<file path="src/hdl/frasm_pkg.sv">
// Shared types and constants for the fragment reassembler.
package frasm_pkg;

	typedef enum logic [1:0] {
		CMD_FRAG  = 2'd0,
		CMD_TICK  = 2'd1,
		CMD_READ  = 2'd2,
		CMD_CLEAR = 2'd3
	} cmd_t;

	localparam int          LEN_W         = 15;
	localparam logic [14:0] COUNT_MAX     = 15'h7FFF;
	localparam logic [31:0] TIMEOUT_RESET = 32'd1000;
	localparam int          ADDR_FULL_W   = 21;
	localparam int          OQ_DEPTH      = 3;
	localparam int          OQ_PW         = 2;

	typedef struct packed {
		cmd_t        cmd;
		logic [7:0]  frag_number;
		logic [7:0]  byte_offset;
		logic [7:0]  data_byte;
		logic        byte_valid;
		logic        first_of_fragment;
		logic        end_flag;
		logic        broadcast_class;
		logic [31:0] message_id;
		logic [47:0] source_addr;
		logic [47:0] dest_addr;
	} req_t;

	typedef struct packed {
		logic              duplicate;
		logic              range_error;
		logic              complete;
		logic              timed_out;
		logic [LEN_W-1:0]  msg_length;
		logic [7:0]        read_data;
		logic [31:0]       msg_id_out;
		logic [47:0]       source_out;
		logic [47:0]       dest_out;
	} result_t;

endpackage

</file>
<file path="src/hdl/frasm_outq.sv">
// Three-entry result queue that decouples output stall from input stall.
module frasm_outq (
	input  logic                clk,
	input  logic                arst_n,
	input  logic                push,
	input  frasm_pkg::result_t  push_data,
	output logic                full_soon,
	output logic                rsp_valid,
	input  logic                rsp_stall,
	output frasm_pkg::result_t  rsp_data
);

	frasm_pkg::result_t             ent_q [frasm_pkg::OQ_DEPTH];
	logic [frasm_pkg::OQ_PW-1:0]    wr_q, rd_q, occ_q;
	logic                           pop;

	assign rsp_valid = occ_q != '0;
	assign rsp_data  = ent_q[rd_q];
	assign pop       = rsp_valid && !rsp_stall;
	assign full_soon = (3'(occ_q) + 3'(push)) >= 3'(frasm_pkg::OQ_DEPTH);

	always_ff @(posedge clk or negedge arst_n) begin
		if (!arst_n) begin
			wr_q  <= '0;
			rd_q  <= '0;
			occ_q <= '0;
		end else begin
			if (push) begin
				wr_q <= (wr_q == frasm_pkg::OQ_PW'(frasm_pkg::OQ_DEPTH - 1)) ? '0 :
					wr_q + frasm_pkg::OQ_PW'(1);
			end
			if (pop) begin
				rd_q <= (rd_q == frasm_pkg::OQ_PW'(frasm_pkg::OQ_DEPTH - 1)) ? '0 :
					rd_q + frasm_pkg::OQ_PW'(1);
			end
			if (push && !pop) begin
				occ_q <= occ_q + frasm_pkg::OQ_PW'(1);
			end else if (pop && !push) begin
				occ_q <= occ_q - frasm_pkg::OQ_PW'(1);
			end
		end
	end

	always_ff @(posedge clk) begin
		if (push) begin
			ent_q[wr_q] <= push_data;
		end
	end

endmodule

</file>
<file path="config.mk">
export PLATFORM = sky130hd
export DESIGN_NAME = frasm_outq
export DESIGN_NICKNAME = d
export VERILOG_FILES = /design/src/hdl/frasm_pkg.sv /design/src/hdl/frasm_outq.sv
export SDC_FILE = /design/constraint.sdc
export NUM_CORES = 1
export LEC_CHECK = 0
export BUFFER_PORTS_ARGS = -buffer_cell sky130_fd_sc_hd__buf_4
export CAP_MARGIN = 0
export CORE_ASPECT_RATIO = 1.2
export CORE_MARGIN = 1.5
export CORE_UTILIZATION = 52
export CTS_BUF_LIST = sky130_fd_sc_hd__clkbuf_2
export DETAILED_ROUTE_END_ITERATION = 8
export PLACE_DENSITY = 0.78
export SLEW_MARGIN = 0
export SYNTH_ARGS = -nofsm -noshare
export SYNTH_HDL_FRONTEND = slang
export SYNTH_SLANG_ARGS = --single-unit
</file>
<file path="constraint.sdc">
create_clock -name clk -period 12 [get_ports clk]
set_input_delay 3.6 -clock clk [delete_from_list [all_inputs] [get_ports clk]]
set_output_delay 3.6 -clock clk [all_outputs]
set_load 0.02 [all_outputs]
</file>
==> results.sh <==
export IMPL_maxSlewHeadroom_pct=20.8
export IMPL_avgSynthCellArea_um2=17.4
export IMPL_top_layer_used="met4"
export IMPL_cp_max_fo=4
export IMPL_dp_hpwl_um=20100
export IMPL_grt_max_degree=117
export IMPL_post_cts_buffers=0
export IMPL_num_io_pins=316
export IMPL_synthArstFlopShare_pct=1.27
export IMPL_synth_nets=1173
export IMPL_p_int_uw=3260
export IMPL_seq_power_share_pct=43.7
export IMPL_track_usage_pct=19.1
export IMPL_synth_top_area_cell="edfxtp_1"
export IMPL_cts_sinks=471
export IMPL_overflow=0
export IMPL_clock_path_buffers=3
export IMPL_leakage_uw=0.00794
export IMPL_yosysWarningCount=0
export IMPL_dp_cells=1736
export IMPL_synth_seq_cells=471
export IMPL_antenna_found_initial=1
export IMPL_cts_root_buf="clkbuf_2"
export IMPL_post_route_drc_count=0
export IMPL_synth_cell_types=23
export IMPL_synth_edf_count=465
export IMPL_endpoint_kind="output pin"
export IMPL_setup_tns_ns=0
export IMPL_setup_viol=0
export IMPL_synth_most_common_cell="edfxtp_1"
export IMPL_tightest_slew_ns=1.19
export IMPL_die_height_um=205
export IMPL_yosysSeqAreaShare_pct=80.1
export IMPL_insertion_delay_ns=0.89
export IMPL_arrival_ns=4.51
export IMPL_maxSlewViolCount=0
export IMPL_final_util_pct=63.8
export IMPL_routabilityCongestion=0.736
export IMPL_dieArea_um2=35000
export IMPL_syn_cell_area_um2=17600
export IMPL_hold_buffers=0
export IMPL_cts_tree="yes"
export IMPL_irDropWorstVdd_v=0.000208
export IMPL_clk_pin_slew_ns=0.10
export IMPL_multi_input_area_um2=3090
export IMPL_instances_no_fill=1924
export IMPL_synthTopCellsByCount="465 x edfxtp_1, 157 x nand2_1, 155 x mux2i_1, 118 x o21ai_1, 38 x o21ai_0"
export IMPL_fp_coreArea_um2=33200
export IMPL_critical_path_class="in2out"
export IMPL_cts_htree_levels=3
export IMPL_rrSetupSlack_ns=9.08
export IMPL_synth_top_cell_area_share_pct=79.2
export IMPL_cts_buffers=104
export IMPL_post_cts_resized=0
export IMPL_status="finished clean"
export IMPL_num_rows=73
export IMPL_wirelength_um=33900
export IMPL_avgRoutedWirePerCell_um=17.6
export IMPL_post_route_period_util_pct=67.5
export IMPL_met1Wirelength_um=12400
export IMPL_die_x_um=171
export IMPL_skew_ns=0.0476
export IMPL_drtIter0Drc=504
export IMPL_wl_met3_um=2960
export IMPL_cp_data_required_time_ns=8.40
export IMPL_synthTopCellsByArea="edfxtp_1 79%, mux2i_1 8.8%, o21ai_1 3.4%, nand2_1 3.3%, buf_12 1.2%"
export IMPL_syn_inst=1011
export IMPL_fin_nets=1554
export IMPL_combPwrFrac_pct=37.6
export IMPL_hold_viol_final=0
export IMPL_initial_utilization_pct=53.0
export IMPL_fillers=2479
export IMPL_start_kind="input pin"
export IMPL_detail_route_antenna_nets=0
export IMPL_drive_above_1_share_pct=33.7
export IMPL_fmax_mhz=123
export IMPL_period_minus_slack_ns=8.11
export IMPL_grt_pass1_wl_um=50500
export IMPL_rsz0062_at_grt="false"
export IMPL_synthToLayoutAreaGrowth_pct=20.4
export IMPL_io_buffer_count=315
export IMPL_switchingPower_uw=1910
export IMPL_via_per_inst=5.10
export IMPL_p_sw_share_pct=36.9
export IMPL_vias=9822
export IMPL_regArea_um2=14100
export IMPL_p_per_area_nw_per_um2=244
export IMPL_clock_power_share_pct=18.7
export IMPL_hp_class="reg2reg"
export IMPL_grt_pass1_vias=9970
export IMPL_synth_flop_cell="edfxtp_1"
export IMPL_dr_wl_met2_um=17700
export IMPL_max_cap_violations=0
export IMPL_first_pass_iters=4
==> layout make-up <==
type                    count  area share [%]
flip-flops and latches    471            66.5
multi-input cells         486            14.6
repair buffers            328            11.6
clock buffers             149            3.51
well taps                 450            2.65
clock inverters            37            1.08
diodes                      2          0.0236
inverters                   1          0.0177
==> logic make-up (layout without fill, tap and decap cells) <==
family                   count (synthesis)  count (layout)  synth area share (%)
AND/OR/NAND/NOR                        164             164                  3.56
multiplexers                           155             155                  8.80
AO/OA/AOI/OAI                          161             161                  4.64
flip-flops                             471             471                  80.1
buffers and inverters                   54             515                  2.54
adder cells (fa/ha/maj)                  3               3                 0.213
XOR/XNOR                                 3               3                 0.149
other                                    0               2                     0
==> sequential cells by signal, indices dropped and copies added (netlist names) <==
register,cells
rd_q,2
ent_q,465
wr_q,2
occ_q,2
==> power by group through the flow <==
| stage | combinational, uW | clock, uW | sequential (uW) |
|---|---|---|---|
| CTS | 1970 | 1010 | 2260 |
| global route | 2080 | 1080 | 2290 |
| detailed placement | 1960 | 0 | 2300 |
| finish | 1950 | 967 | 2260 |
| floorplan | 1310 | 0 | 2250 |
| global placement | 1950 | 0 | 2280 |
==> cells in the final DEF, fill, tap and decap left out <==
cell        count
nor2_1          1
bufinv_16       3
o21ai_0        38
o21bai_1        1
dfrtp_1         4
or2_2           1
clkbuf_2      149
xor2_1          2
clkinv_1       24
edfxtp_1      465
clkinvlp_4      1
o21ai_1       118
xnor2_1         1
diode_2         2
nand2_1       157
a21o_1          4
dfrtp_4         2
ha_1            3
buf_4         328
inv_1           1
mux2i_1       155
nor2_4          1
nor3_1          1
nor3_4          1
nand2b_1        1
inv_2           2
clkinv_2        7
nor3b_4         1
==> path summary, 6_finish.rpt <==
check	startpoint	end	depth (start not counted)
max reg2reg	wr_q[0]$_DFFE_PN0P_	ent_q[1][28]$_DFFE_PP_	3
min	occ_q[1]$_DFFE_PN0P_	occ_q[1]$_DFFE_PN0P_	1
min reg2reg	occ_q[1]$_DFFE_PN0P_	occ_q[1]$_DFFE_PN0P_	1
max	push	full_soon	5
min in group asynchronous	arst_n	occ_q[0]$_DFFE_PN0P_	1
max in group asynchronous	arst_n	rd_q[0]$_DFFE_PN0P_	1
==> metrics by stage <==
stage	hold slack [ns]	power, uW	setup slack [ns]	area (um2)
after global routing	0.558	5450	3.86	21200
after detailed placement	0.526	4270	3.89	20200
after CTS	0.545	5240	3.89	21200
after global placement	0.513	4230	3.91	20200
final	0.543	5170	3.89	21200
after floorplan	0.482	3560	1.19	17600
==> worst max-delay path, cell delays in order <==
cell and delay, ns:
buf_4 0.13, ha_1 0.19, ha_1 0.28, a21o_1 0.16
buf_4 0.15
==> per-layer routing <==
| layer | GRT usage, % | vias to the layer above |
|---|---|---|
| met5 | 0 | - |
| met4 | 7.71 | 0 |
| met3 | 7.15 | 64 |
| met2 | 33.0 | 356 |
| met1 | 21.1 | 4754 |
| li1 | - | 4648 |
No activity file was read; power rests on OpenSTA's default activity.
